## src/aaq_pkg.sv

```systemverilog
// ----------------------------------------------------------------------------
// aaq_pkg: shared types and constants of the axis-angle to quaternion core
// Holds the channel structs, the per-cell step structs, the fixed-point
// constants and the CORDIC arctangent table.
// ----------------------------------------------------------------------------
package aaq_pkg;

  // Default number of CORDIC rotation cells.
  localparam int unsigned CORDIC_STAGES_DEF = 30;

  // Width of the CORDIC datapath (x, y and angle accumulator).
  localparam int unsigned ZW = 34;

  // Square root chain: one result bit per cell.
  localparam int unsigned SQ_IN_W  = 64;
  localparam int unsigned SQ_REM_W = 34;
  localparam int unsigned SQ_STEPS = 32;

  // Divider chain: one quotient bit per cell.
  localparam int unsigned DIV_Q_W = 31;
  localparam int unsigned DIV_N_W = 62;

  // Fixed-point constants in units of 2^-30.
  localparam logic signed [ZW-1:0] Q30_ONE     = 34'sd1073741824;
  localparam logic signed [ZW-1:0] Q30_PI      = 34'sd3373259426;
  localparam logic signed [ZW-1:0] Q30_HALF_PI = 34'sd1686629713;
  localparam logic signed [ZW-1:0] CORDIC_GAIN = 34'sd652032874;

  // Input request and result payloads.
  typedef struct packed {
    logic signed [31:0] angle;
    logic signed [31:0] axis_x;
    logic signed [31:0] axis_y;
    logic signed [31:0] axis_z;
  } in_req_t;

  typedef struct packed {
    logic signed [31:0] quat_w;
    logic signed [31:0] quat_x;
    logic signed [31:0] quat_y;
    logic signed [31:0] quat_z;
    logic               degenerate_axis;
  } out_res_t;

  // State handed from one square root cell to the next.
  typedef struct packed {
    logic [SQ_IN_W-1:0]  x;
    logic [SQ_REM_W-1:0] rem;
    logic [31:0]         root;
  } sqrt_step_t;

  // State handed from one divider cell to the next.
  typedef struct packed {
    logic [31:0]        dvsr;
    logic [31:0]        rem;
    logic [DIV_Q_W-1:0] low;
    logic [DIV_Q_W-1:0] quo;
  } div_step_t;

  // State handed from one CORDIC cell to the next.
  typedef struct packed {
    logic signed [ZW-1:0] x;
    logic signed [ZW-1:0] y;
    logic signed [ZW-1:0] z;
  } rot_step_t;

  // Truncated atan(2^-i) in units of 2^-30 rad.
  function automatic logic [ZW-1:0] atan_entry(input int unsigned idx);
    logic [ZW-1:0] r;
    case (idx)
      0: r = 34'd843314856;
      1: r = 34'd497837829;
      2: r = 34'd263043836;
      3: r = 34'd133525158;
      4: r = 34'd67021686;
      5: r = 34'd33543515;
      6: r = 34'd16775850;
      7: r = 34'd8388437;
      8: r = 34'd4194282;
      9: r = 34'd2097149;
      default: r = (idx > 30) ? '0 : ((34'd1 << (30 - idx)) - 34'd1);
    endcase
    return r;
  endfunction

  // Clamp a value to the range [-1.0, 1.0] in Q2.30.
  function automatic logic [31:0] sat_q30(input logic signed [ZW-1:0] v);
    logic [31:0] r;
    if (v > Q30_ONE) begin
      r = 32'h4000_0000;
    end else if (v < -Q30_ONE) begin
      r = 32'hC000_0000;
    end else begin
      r = v[31:0];
    end
    return r;
  endfunction

endpackage

```

## src/aaq_cordic_cell.sv

```systemverilog
// ----------------------------------------------------------------------------
// aaq_cordic_cell: one rotation-mode CORDIC micro-rotation
// Turns the vector by +/- atan(2^-STAGE) toward a zero angle residue.
// ----------------------------------------------------------------------------
module aaq_cordic_cell #(
  parameter int unsigned STAGE = 0
) (
  input  logic               clk,
  input  aaq_pkg::rot_step_t step_in,
  output aaq_pkg::rot_step_t step_out
);

  localparam logic signed [aaq_pkg::ZW-1:0] ATAN = aaq_pkg::atan_entry(STAGE);

  logic signed [aaq_pkg::ZW-1:0] dx;
  logic signed [aaq_pkg::ZW-1:0] dy;
  aaq_pkg::rot_step_t            step_nxt;
  aaq_pkg::rot_step_t            step_r;

  // Rotate in the direction that drives the residue angle toward zero.
  always_comb begin
    dx = step_in.y >>> STAGE;
    dy = step_in.x >>> STAGE;
    if (!step_in.z[aaq_pkg::ZW-1]) begin
      step_nxt.x = step_in.x - dx;
      step_nxt.y = step_in.y + dy;
      step_nxt.z = step_in.z - ATAN;
    end else begin
      step_nxt.x = step_in.x + dx;
      step_nxt.y = step_in.y - dy;
      step_nxt.z = step_in.z + ATAN;
    end
  end

  always_ff @(posedge clk) begin
    step_r <= step_nxt;
  end

  assign step_out = step_r;

endmodule

```

## config.mk

```make
export PLATFORM = sky130hd
export DESIGN_NAME = aaq_cordic_cell
export DESIGN_NICKNAME = d
export VERILOG_FILES = /design/src/aaq_pkg.sv /design/src/aaq_cordic_cell.sv
export SDC_FILE = /design/constraint.sdc
export NUM_CORES = 1
export LEC_CHECK = 0
export ABC_AREA = 0
export BUFFER_PORTS_ARGS = -buffer_cell sky130_fd_sc_hd__buf_2
export CAP_MARGIN = 20
export CORE_UTILIZATION = 44
export DETAILED_ROUTE_END_ITERATION = 10
export HOLD_SLACK_MARGIN = 0.06
export PLACE_DENSITY = 0.69
export SLEW_MARGIN = 20
export SYNTH_ARGS = -nofsm -noshare
export SYNTH_HDL_FRONTEND = slang
export SYNTH_SLANG_ARGS = --single-unit
```

## constraint.sdc

```tcl
create_clock -name clk -period 2.9 [get_ports clk]
set_clock_uncertainty 0.05 [all_clocks]
set_input_delay 0 -clock clk [delete_from_list [all_inputs] [get_ports clk]]
set_output_delay 0 -clock clk [all_outputs]
set_load 0.05 [all_outputs]
```

==> results by group <==
Logic synthesis
  • Mux cell area share after synthesis: ~1.9%
  • Synth cell types: 77
  • Mean Syn Cell Area: ~7.8 um2
  • Mapped Area: around 0.0095 mm2
  • Sequential-to-total area share from yosys stat: 21.3%
  • Post-Syn Nets: approximately 1500
  • Post-synthesis async set-or-reset flop share: 0%
  • Seq cells post-synth: 101
  • Synth Area in Simple Gates: ~15%
  • Main flop type after synthesis: dfxtp_1
  • Post-synth EDFFs: 0
  • Yosys warnings: 0
  • Syn Inst Count: between 1000 and 1500
  • Synth Area in Compound Gates: between 20 and 30%
  • Post-Synth XOR/XNOR Area: between 7 and 8%
  • Main combinational cell family by area after synthesis: compound AO/OA/AOI/OAI gates
  • Synth Area in Adders: 17.7%

Routing
  • DR WL/cell: approximately 17 um
  • DRC viols: 0
  • Final antenna-violating net count: 0
  • First-pass DRT Iterations: 6
  • Via density per instance: ~5.7
  • Total number of vias: about 10000
  • DRT iter0 DRCs: ~880
  • Drt total wl: 30.2 mm

Clock network
  • Maximum clock path buffer count: 2
  • Num CTS Buffers: 9
  • H-Tree Level Count: 3
  • CTS tree: done
  • Reg clk slew, reported paths: roughly 0.070 ns
  • Sink Count: 101
  • Root Buffer: clkbuf_16

Power
  • Overall Power: roughly 6.6 mW
  • Pwr per Cell Area: between 500 and 600 mW/mm2
  • Pleak: roughly 5.7 nW
  • Worst VDD drop: about 0.38 mV

Timing
  • Slew HR: 55.3%
  • Unrepaired setup endpoints after global routing: false
  • Tcrit/Tclk final: 97.0%
  • Tmin final: about 2.8 ns
  • Pins Over Slew Limit: 0
  • Post-route setup slack: 0.0874 ns
  • Fin Hold WS: around 0.051 ns
  • Final Hold Fails: 0
  • Setup Viol. Count Final: 0
  • Actual slew at the worst max-slew pin: 0.664 ns
  • Max Freq: ~0.36 GHz
  • Final TNS setup: 0 ns

Cells and area
  • Fraction of final layout cells sized beyond drive strength 1: 21.3%
  • Nets: ~1700
  • Antenna Cells: 0
  • Largest register FFs: 101
  • Fin cells: between 1500 and 2000
  • Fill count: slightly below 2000
  • Area growth, synth to finish: 24.1%

Global routing
  • Met2 Use GR: about 44%
  • Grt peak-use layer: met2
  • Met1 usage: a little over a third
  • GRT overflow: 0
  • First-pass GRT wire length: roughly 47 mm
  • Grt met3 use: 3.55%
  • GRT Util Overall: 26.8%
  • Pin count of the biggest net entering global routing: 50
  • Initial antenna violation count: 0
  • Vias in the first global route: roughly 9300

Floorplanning
  • Row cnt: 53
  • Initial Util: a little under half
  • Die Y: 149 um
  • Die area: about 0.022 mm2
  • Core area: between 0.02 and 0.025 mm2
  • # IOs: about 200
  • Die width: ~150 um

Worst setup path
  • Crit-path max FO: 5
  • Crit. End Element: flip-flop
  • CP Class: in2reg
  • Worst endpoint required time: between 3 and 4 ns
  • Worst setup path end: step_out[29]
  • Critical path arrival: roughly 3.0 ns
  • CP Launch Point: step_in[5]
  • Crit start category: primary input

Place
  • Place WS: -0.0274 ns
  • PortBufs: about 200
  • Placed cell count: approximately 1700
  • Detailed Place HPWL: ~24 mm
  • Placer congestion estimate: between 0.9 and 1

Run status
  • Outcome: complete, no violations

Job
  • Max-cap viol count: 0

Hold path
  • Hold Crit Class: in2reg
## critical path, stage by stage
cell           delay [ns]
dlygate4sd3_1        0.54
buf_2                0.13
ha_1                 0.37
a211oi_2             0.19
nor2_1               0.10
o31a_1               0.29
a211o_1              0.31
a311o_1              0.42
a21oi_4              0.22
nor3_1               0.07
or3b_1               0.35
## logic make-up after synthesis
kind of cell | after synthesis
and+or+nand+nor | 300
DFF | 101
muxes | 18
xor gates and xnor gates | 83
adders and majority gates | 132
AOI/OAI and AO/OA | 417
buffers and inverters | 167
## cell usage after synthesis, types with 6 or more instances
library cell | instances | area (um2)
a21o_1 | 38 | 285
mux2i_1 | 18 | 180
nor3_1 | 22 | 110
nor4_1 | 9 | 56.3
nand2b_1 | 12 | 75.1
xor2_1 | 15 | 131
or3_1 | 9 | 56.3
buf_1 | 9 | 33.8
ha_1 | 128 | 1600
and2_1 | 7 | 43.8
nand3_1 | 25 | 125
o31ai_1 | 17 | 128
o21ai_0 | 71 | 355
o221ai_1 | 6 | 52.6
a31oi_1 | 9 | 56.3
o211ai_1 | 17 | 128
dfxtp_1 | 101 | 2020
and3_1 | 9 | 56.3
a21boi_0 | 6 | 45.0
nand2_1 | 56 | 210
nand4_1 | 18 | 113
clkbuf_1 | 22 | 82.6
nor2b_1 | 17 | 106
o21bai_1 | 19 | 143
xnor2_1 | 68 | 596
inv_1 | 113 | 424
a21oi_1 | 127 | 636
a211oi_1 | 21 | 158
a211o_1 | 7 | 61.3
o21a_1 | 19 | 143
nor2_1 | 99 | 372
buf_2 | 18 | 90.1
## through the flow
| stage | util [%] | area, um2 |
|---|---|---|
| finish | 56.0 | 11800 |
| CTS | 55.9 | 11800 |
| global placement | 53.0 | 11200 |
| floorplan | - | 9520 |
| global route | 56.0 | 11800 |
| detailed placement | 53.0 | 11200 |
## timing repair
action,CTS,global route
gates resized for setup,0,3
endpoints found under the setup margin,0,4
buffers inserted,0,0
hold buffers,30,0
hold endpoints to repair,28,0
## layout make-up
cell class                      instances  area (um2)  area share, %
Multi-Input combinational cell        950        6840           58.0
Sequential cell                       101        2020           17.1
Timing Repair Buffer                  302        1850           15.6
Inverter                              115         433           3.67
Tap cell                              275         344           2.92
Clock buffer                           10         229           1.94
Clock inverter                          6        86.3          0.732
## layer usage
metal / wire [um] / part of all wire (%)
met5: 0 / 0
met3: 2130 / 7.1
met2: 13700 / 45
met4: 756 / 2.5
met1: 13600 / 45
## cell usage in the layout, fill, tap and decap left out, types with 6 or more instances in the layout
master	n
buf_2	203
ha_1	128
a21oi_1	126
inv_1	113
dfxtp_1	101
nor2_1	99
o21ai_0	71
xnor2_1	68
buf_4	68
nand2_1	56
a21o_1	38
dlygate4sd3_1	30
nand3_1	25
nor3_1	22
a211oi_1	21
o21a_1	19
o21bai_1	19
nand4_1	18
mux2i_1	18
nor2b_1	17
o211ai_1	17
o31ai_1	16
xor2_1	15
nand2b_1	12
and3_1	9
or3_1	9
a31oi_1	9
nor4_1	9
clkbuf_16	9
a211o_1	7
and2_1	7
a21boi_0	6
## report_power, final
group,internal [mW],switching (mW),leakage [nW]
combinational,1.05,2.38,4.67
clock,0.759,0.589,0.153
sequential,1.70,0.0769,0.852
## worst min path at each step
stage                            from  cells past startpoint      endpoint  slack (ns)
final                     step_in[69]                      3  step_out[35]        0.05
after global routing      step_in[69]                      3  step_out[35]        0.09
after CTS                 step_in[69]                      3  step_out[35]        0.06
after detailed placement   step_in[1]                      1   step_out[1]        0.05
after global placement     step_in[1]                      1   step_out[1]        0.05
after floorplan            step_in[0]                      0   step_out[0]       -0.02
Note: power is estimated with default switching activity, not from simulation.
