**src/aaq_pkg.sv**
```systemverilog
// ----------------------------------------------------------------------------
// aaq_pkg: shared types and constants of the axis-angle to quaternion core
// Holds the channel structs, the per-cell step structs, the fixed-point
// constants and the CORDIC arctangent table.
// ----------------------------------------------------------------------------
package aaq_pkg;

  // Default number of CORDIC rotation cells.
  localparam int unsigned CORDIC_STAGES_DEF = 30;

  // Width of the CORDIC datapath (x, y and angle accumulator).
  localparam int unsigned ZW = 34;

  // Square root chain: one result bit per cell.
  localparam int unsigned SQ_IN_W  = 64;
  localparam int unsigned SQ_REM_W = 34;
  localparam int unsigned SQ_STEPS = 32;

  // Divider chain: one quotient bit per cell.
  localparam int unsigned DIV_Q_W = 31;
  localparam int unsigned DIV_N_W = 62;

  // Fixed-point constants in units of 2^-30.
  localparam logic signed [ZW-1:0] Q30_ONE     = 34'sd1073741824;
  localparam logic signed [ZW-1:0] Q30_PI      = 34'sd3373259426;
  localparam logic signed [ZW-1:0] Q30_HALF_PI = 34'sd1686629713;
  localparam logic signed [ZW-1:0] CORDIC_GAIN = 34'sd652032874;

  // Input request and result payloads.
  typedef struct packed {
    logic signed [31:0] angle;
    logic signed [31:0] axis_x;
    logic signed [31:0] axis_y;
    logic signed [31:0] axis_z;
  } in_req_t;

  typedef struct packed {
    logic signed [31:0] quat_w;
    logic signed [31:0] quat_x;
    logic signed [31:0] quat_y;
    logic signed [31:0] quat_z;
    logic               degenerate_axis;
  } out_res_t;

  // State handed from one square root cell to the next.
  typedef struct packed {
    logic [SQ_IN_W-1:0]  x;
    logic [SQ_REM_W-1:0] rem;
    logic [31:0]         root;
  } sqrt_step_t;

  // State handed from one divider cell to the next.
  typedef struct packed {
    logic [31:0]        dvsr;
    logic [31:0]        rem;
    logic [DIV_Q_W-1:0] low;
    logic [DIV_Q_W-1:0] quo;
  } div_step_t;

  // State handed from one CORDIC cell to the next.
  typedef struct packed {
    logic signed [ZW-1:0] x;
    logic signed [ZW-1:0] y;
    logic signed [ZW-1:0] z;
  } rot_step_t;

  // Truncated atan(2^-i) in units of 2^-30 rad.
  function automatic logic [ZW-1:0] atan_entry(input int unsigned idx);
    logic [ZW-1:0] r;
    case (idx)
      0: r = 34'd843314856;
      1: r = 34'd497837829;
      2: r = 34'd263043836;
      3: r = 34'd133525158;
      4: r = 34'd67021686;
      5: r = 34'd33543515;
      6: r = 34'd16775850;
      7: r = 34'd8388437;
      8: r = 34'd4194282;
      9: r = 34'd2097149;
      default: r = (idx > 30) ? '0 : ((34'd1 << (30 - idx)) - 34'd1);
    endcase
    return r;
  endfunction

  // Clamp a value to the range [-1.0, 1.0] in Q2.30.
  function automatic logic [31:0] sat_q30(input logic signed [ZW-1:0] v);
    logic [31:0] r;
    if (v > Q30_ONE) begin
      r = 32'h4000_0000;
    end else if (v < -Q30_ONE) begin
      r = 32'hC000_0000;
    end else begin
      r = v[31:0];
    end
    return r;
  endfunction

endpackage

```
**src/aaq_div_cell.sv**
```systemverilog
// ----------------------------------------------------------------------------
// aaq_div_cell: one step of a restoring divider
// Produces one quotient bit per cycle and passes the divisor along.
// ----------------------------------------------------------------------------
module aaq_div_cell (
  input  logic               clk,
  input  aaq_pkg::div_step_t step_in,
  output aaq_pkg::div_step_t step_out
);

  logic [32:0]        rem_sh;
  logic [32:0]        dvsr_ext;
  logic [32:0]        diff;
  aaq_pkg::div_step_t step_nxt;
  aaq_pkg::div_step_t step_r;

  // Shift in the next dividend bit and subtract the divisor when it fits.
  always_comb begin
    rem_sh         = {step_in.rem, step_in.low[aaq_pkg::DIV_Q_W-1]};
    dvsr_ext       = {1'b0, step_in.dvsr};
    diff           = rem_sh - dvsr_ext;
    step_nxt.dvsr  = step_in.dvsr;
    step_nxt.low   = {step_in.low[aaq_pkg::DIV_Q_W-2:0], 1'b0};
    if (rem_sh >= dvsr_ext) begin
      step_nxt.rem = diff[31:0];
      step_nxt.quo = {step_in.quo[aaq_pkg::DIV_Q_W-2:0], 1'b1};
    end else begin
      step_nxt.rem = rem_sh[31:0];
      step_nxt.quo = {step_in.quo[aaq_pkg::DIV_Q_W-2:0], 1'b0};
    end
  end

  always_ff @(posedge clk) begin
    step_r <= step_nxt;
  end

  assign step_out = step_r;

endmodule

```
**config.mk**
```make
export PLATFORM = sky130hd
export DESIGN_NAME = aaq_div_cell
export DESIGN_NICKNAME = d
export VERILOG_FILES = /design/src/aaq_pkg.sv /design/src/aaq_div_cell.sv
export SDC_FILE = /design/constraint.sdc
export NUM_CORES = 1
export LEC_CHECK = 0
export ABC_AREA = 0
export BUFFER_PORTS_ARGS = -buffer_cell sky130_fd_sc_hd__buf_2
export CAP_MARGIN = 20
export CORE_UTILIZATION = 35
export DETAILED_ROUTE_END_ITERATION = 12
export PLACE_DENSITY = 0.76
export SLEW_MARGIN = 0
export SYNTH_ARGS = -nofsm -noshare
export SYNTH_HDL_FRONTEND = slang
export SYNTH_SLANG_ARGS = --single-unit
```
**constraint.sdc**
```tcl
create_clock -name clk -period 4.1 [get_ports clk]
set_input_delay 1.23 -clock clk [delete_from_list [all_inputs] [get_ports clk]]
set_output_delay 1.23 -clock clk [all_outputs]
set_load 0.03 [all_outputs]
```
==> flow_metrics.tcl, run 1 <==
set metrics [dict create \
    synth_top_cell_by_area "dfxtp_1" \
    fin_nets 905 \
    worstHoldPathType "in -> reg" \
    rsz0062_at_grt "no" \
    place_congestion 0.8533 \
    grt_pass1_vias 4229 \
    post-route-min-period_ns 3.571 \
    worst_setup_path_start_kind "input port" \
    io_pins 253 \
    setup_tns_ns 0 \
    grt_max_degree 35 \
    grt_util_all_layers_pct 19.63 \
    port_buffers 250 \
    synthMuxAreaShare_pct 2.895 \
    cts_made_buffers 17 \
    synth_cells 486 \
    area_growth_pct 41.74 \
    core_sq_um 13350 \
    drive_gt1_share_pct 40.24 \
    async_flop_share_pct 0 \
    clock_path_buffers 2 \
    ys_types 50 \
    wl_um 13800 \
    via_count 4294 \
    dieArea_sq_um 14310 \
    grt_overflow 0 \
    antenna_found_initial 0 \
    fill_cells 1241 \
    synth_edf_count 0 \
    final_util_pct 51.41 \
    finalSetupViolCount 0 \
    crit_path_max_fanout 7 \
    dpl.hpwl_um 10950 \
    fmax_mhz 280.0 \
    clk_pin_slew_worst_paths_ns 0.06 \
    postSynthAreaPerCell_sq_um 9.961 \
    cts_tree "yes" \
    yosys.area_share.simple_pct 10.80 \
    leakage_nw 3.487 \
    final_common_cell "buf_2" \
    fin_crit_sh_pct 87.11 \
    drv_slew 0 \
    fin_hold_ws_ns 0.9148 \
    drt_iter0_drc 153 \
    num_rows 42 \
    worst_pin_slew_ns 0.4982 \
    synthAdderAreaFrac_pct 8.684 \
    yosys_most_used_dff "dfxtp_1" \
    cts.sinks 125 \
    yosysWarningCount 0 \
    holdBufCountCts 0 \
    grt_pass1_wl_um 21190 \
    hold_viol 0 \
    criticalPathCategory "in -> reg" \
    cts_setup_buffers 0 \
    antenna_cells 0 \
    synth_xor_area_share_pct 4.704 \
    ant_nets 0 \
    drc 0 \
    ys_ff_latch 125 \
    synth_nets 646 \
    initial_core_util_pct 36.27 \
    htreeDepth 4 \
    ir_worst_vdd_mv 0.2573 \
    cap_violations 0 \
    cp.required_ns 4.39 \
    synth_top_family_by_area "compound AO/OA/AOI/OAI gates" \
    slew_headroom_pct 65.93 \
    crit_arrival_ns 3.86 \
    die_y_um 119.6 \
    outcome "complete, no violations" \
    power_density_nw_per_um2 537.6 \
    netlist_top_cells_area "dfxtp_1 52%, ha_1 8.3%, a21oi_1 5.6%" \
    cts-root-buf "clkbuf_16" \
    layout_common_cells "250 x buf_2, 125 x dfxtp_1, 54 x a21oi_1" \
    fp.dieW_um 119.6 \
    syn_area_sq_um 4841 \
    endpoint_kind "flip-flop" \
    seq_area_frac_synth_pct 51.69 \
    drt_pass1_iterations 4 \
    via_per_inst 4.597 \
    synth_top_area_share_pct 51.69 \
    wl_per_cell_um 14.78 \
    ctsResizeCount 0 \
    synth_compound_area_share_pct 15.12 \
    largest_reg_flops 125 \
]
==> worst max-delay path, stage by stage <==
cell,delay [ns]
buf_2,0.09
inv_1,0.05
ha_1,0.22
fa_1,0.42
nor2b_1,0.21
o2111ai_1,0.19
a21oi_1,0.30
o31ai_1,0.19
a21oi_2,0.40
a21oi_1,0.12
nand4b_1,0.18
mux2_4,0.26
==> layout make-up <==
class	instances	area, sq um	area share [%]
sequential	125	2502	36.47
clock inverter	14	142.6	2.079
clock buffer	18	439.2	6.400
inverter	46	172.7	2.516
tap	176	220.2	3.209
timing repair buffer	258	1336	19.47
multi-input combinational	297	2048	29.85
==> path summary, 6_finish.rpt <==
check | startpoint | to | slack, ns | cells after the start
worst min-delay path | step_in[37] | step_out[38]$_DFF_P_ | 0.91 | 1
worst max-delay path | step_in[61] | step_out[86]$_DFF_P_ | 0.53 | 12
==> cell families (layout without fill, tap and decap cells) <==
kind of cell	Yosys count	after routing
muxes	10	10
DFF	125	125
other	1	1
adders and majority gates	33	33
and+or+nand+nor	107	107
AOI/OAI and AO/OA	120	120
buffers and inverters	64	336
xor gates and xnor gates	26	26
==> cells in the mapped netlist (2+ instances only) <==
cell and count:
dfxtp_1 125, a21oi_1 54, inv_1 46, nor2_1 37, ha_1 32, nand2_1 24
o21ai_0 17, xnor2_1 16, xor2_1 10, a21o_1 8, mux2_4 8, nand3_1 8
nand4_1 8, nand2b_1 7, o31ai_1 7, clkbuf_1 6, o21a_1 6, buf_2 5
buf_6 5, o21bai_1 5, o21ai_1 4, a2111oi_0 3, a211oi_1 3, and2_1 3
nor3_1 3, a31o_2 2, a31oi_1 2, and3_1 2, buf_4 2, mux2i_1 2
nand4b_1 2, nor2b_1 2, nor4b_1 2, o211ai_1 2, or2_2 2, or3_1 2
==> layer usage <==
metal	vias up	routed length, um	global-route usage, %	part of all wire (%)
li1	2182	-	-	-
met1	1941	5632	21.13	41
met2	159	7020	35.33	51
met3	12	960	6.559	7.0
met4	0	186	7.422	1.3
met5	-	0	0	0
==> where the power goes <==
group          switching [mW]  internal, mW
registers              0.0270          1.34
clock network           0.593         0.871
logic                   0.550         0.311
total                    1.17          2.52
==> per-stage QoR <==
step	std cells	setup WS [ns]	power (mW)	instance area, sq um
after floorplan	486	0.6571	1.983	4841
after global placement	902	0.2345	2.245	6280
after detailed placement	902	0.2093	2.253	6280
after CTS	934	0.5659	3.731	6862
after global routing	934	0.3108	3.864	6862
final	934	0.5285	3.689	6862
Power figures use the tool's default switching activity.
==> inputs of run 2 (changes only) <==
--- a/config.mk
+++ b/config.mk
@@ -5,12 +5,12 @@
 export SDC_FILE = /design/constraint.sdc
 export NUM_CORES = 1
 export LEC_CHECK = 0
-export ABC_AREA = 0
+export ABC_AREA = 1
+export ABC_CLOCK_PERIOD_IN_PS = 4100
 export BUFFER_PORTS_ARGS = -buffer_cell sky130_fd_sc_hd__buf_2
 export CAP_MARGIN = 20
 export CORE_UTILIZATION = 35
 export DETAILED_ROUTE_END_ITERATION = 12
-export PLACE_DENSITY = 0.76
 export SLEW_MARGIN = 0
 export SYNTH_ARGS = -nofsm -noshare
 export SYNTH_HDL_FRONTEND = slang
==> flow_metrics.tcl, run 2 <==
set metrics [dict create \
    outcome "complete, no violations" \
    async_flop_share_pct 0 \
    antenna_found_initial 2 \
    finalSetupViolCount 0 \
    core_sq_um 15890 \
    fin_area_sq_um 7721 \
    fmax_mhz 346.0 \
    multi_input_area_sq_um 2546 \
    cts_made_buffers 17 \
    postSynthAreaPerCell_sq_um 7.327 \
    ys_ff_latch 125 \
    ctsResizeCount 0 \
    drt_pass1_iterations 7 \
    clk_pin_slew_worst_paths_ns 0.06 \
    drt_iter0_drc 206 \
    grt_pass1_wl_um 25140 \
    place_congestion 0.8833 \
    crit_arrival_ns 3.24 \
    synth_top_area_share_pct 43.84 \
    io_pins 253 \
    criticalPathCategory "in -> reg" \
    leakage_nw 4.484 \
    via_count 5419 \
    initial_core_util_pct 35.93 \
    drv_slew 0 \
    endpoint_kind "flip-flop" \
    grt_util_all_layers_pct 19.98 \
    via_per_inst 4.274 \
    die_y_um 129.7 \
    wl_per_cell_um 13.15 \
    ant_nets 0 \
    cts-root-buf "clkbuf_16" \
    rsz0062_at_grt "no" \
    power_density_nw_per_um2 473.3 \
    ys_top_cells_by_count "276 x nand2_1, 149 x inv_1, 125 x dfxtp_1" \
    worst_slack_ns 1.210 \
    syn_area_sq_um 5708 \
    dieArea_sq_um 16820 \
    holdBufCountCts 0 \
    final_util_pct 48.61 \
    yosys_most_used_dff "dfxtp_1" \
    num_rows 46 \
    cp.required_ns 4.45 \
    fill_cells 1672 \
    fin_crit_sh_pct 70.50 \
    wl_um 16670 \
    synth_nets 939 \
    dpl.hpwl_um 13570 \
    synth.most_common_cell "nand2_1" \
    synth_edf_count 0 \
    antenna_cells 0 \
    cts.sinks 125 \
    netlist_top_cells_area "dfxtp_1 44%, nand2_1 18%, inv_1 9.8%" \
    placed_area_sq_um 7156 \
    cts_tree "yes" \
    crit_path_max_fanout 18 \
    cts_setup_buffers 0 \
    critical_path.endpoint "step_out[82]$_DFF_P_" \
    area_growth_pct 35.27 \
    ir_worst_vdd_mv 0.2767 \
    clock_path_buffers 2 \
    drive_gt1_share_pct 30.04 \
    synth_cells 779 \
    hold_viol 0 \
    fin_nets 1199 \
    largest_reg_flops 125 \
    crit_start "step_in[112]" \
    setup_tns_ns 0 \
    grt_overflow 0 \
    yosysWarningCount 0 \
    fp.dieW_um 129.7 \
    drc 0 \
    ys_types 31 \
    grt_max_degree 36 \
    cap_violations 0 \
    grt_pass1_vias 5038 \
    seq_area_frac_synth_pct 43.84 \
    worst_setup_path_start_kind "input port" \
    layout_common_cells "276 x nand2_1, 250 x buf_2, 149 x inv_1" \
    final_common_cell "nand2_1" \
    worstHoldPathType "in -> reg" \
    port_buffers 250 \
    area.sequential_sq_um 2502 \
    fin_hold_ws_ns 0.9131 \
    post-route-min-period_ns 2.890 \
    dp_slack_ns 0.7409 \
    htreeDepth 4 \
    synth_top_cell_by_area "dfxtp_1" \
]
run 2: worst min path at each step:
stage / end / depth (start not counted) / slack (ns) / startpoint
after floorplan: step_out[100]$_DFF_P_ / 0 / 1.26 / step_in[100]
after global placement: step_out[3]$_DFF_P_ / 1 / 1.33 / step_in[2]
after detailed placement: step_out[5]$_DFF_P_ / 1 / 1.33 / step_in[4]
after CTS: step_out[29]$_DFF_P_ / 1 / 0.90 / step_in[28]
after global routing: step_out[58]$_DFF_P_ / 1 / 0.89 / step_in[57]
final: step_out[29]$_DFF_P_ / 1 / 0.91 / step_in[28]
run 2: kinds of logic after synthesis:
logic type | synth area share [%]
simple gates | 32.88
buf+inv | 11.55
flops | 43.84
fa+ha+maj | 7.365
compound gates | 2.148
xor+xnor | 2.148
other cells | 0.06570
run 2: power by group:
part	internal [mW]	switching, mW
combinational	0.271	0.600
clock	0.846	0.587
sequential	1.33	0.0243
run 2: metal layers:
layer,vias to the layer above,global-route usage [%],share of wire [%]
met1,2337,23.74,44
met5,-,0,0.20
met3,28,4.428,6.2
met4,4,7.524,1.9
met2,183,35.11,48
li1,2867,-,-
run 2: final cells by class:
cell class | instances | share of cell area, %
multi-input cells | 491 | 32.98
flip-flops and latches | 125 | 32.41
repair buffers | 252 | 16.40
inverters | 152 | 7.389
clock buffers | 18 | 5.558
well taps | 216 | 3.500
clock inverters | 14 | 1.766
run 2: critical path: stages:
cell	delay, ns
buf_2	0.08
inv_1	0.05
ha_1	0.35
nand2_1	0.16
nor2_2	0.06
nand2_1	0.12
nor2_2	0.07
nand2_1	0.07
nand3_1	0.10
nor2_4	0.39
buf_4	0.36
nand3_1	0.11
nand2_1	0.09
run 2: stage by stage:
step | std cells | total power, mW
global route | 1268 | 3.853
global placement | 1236 | 2.247
floorplan | 779 | 1.978
finish | 1268 | 3.655
detailed placement | 1236 | 2.254
CTS | 1268 | 3.699
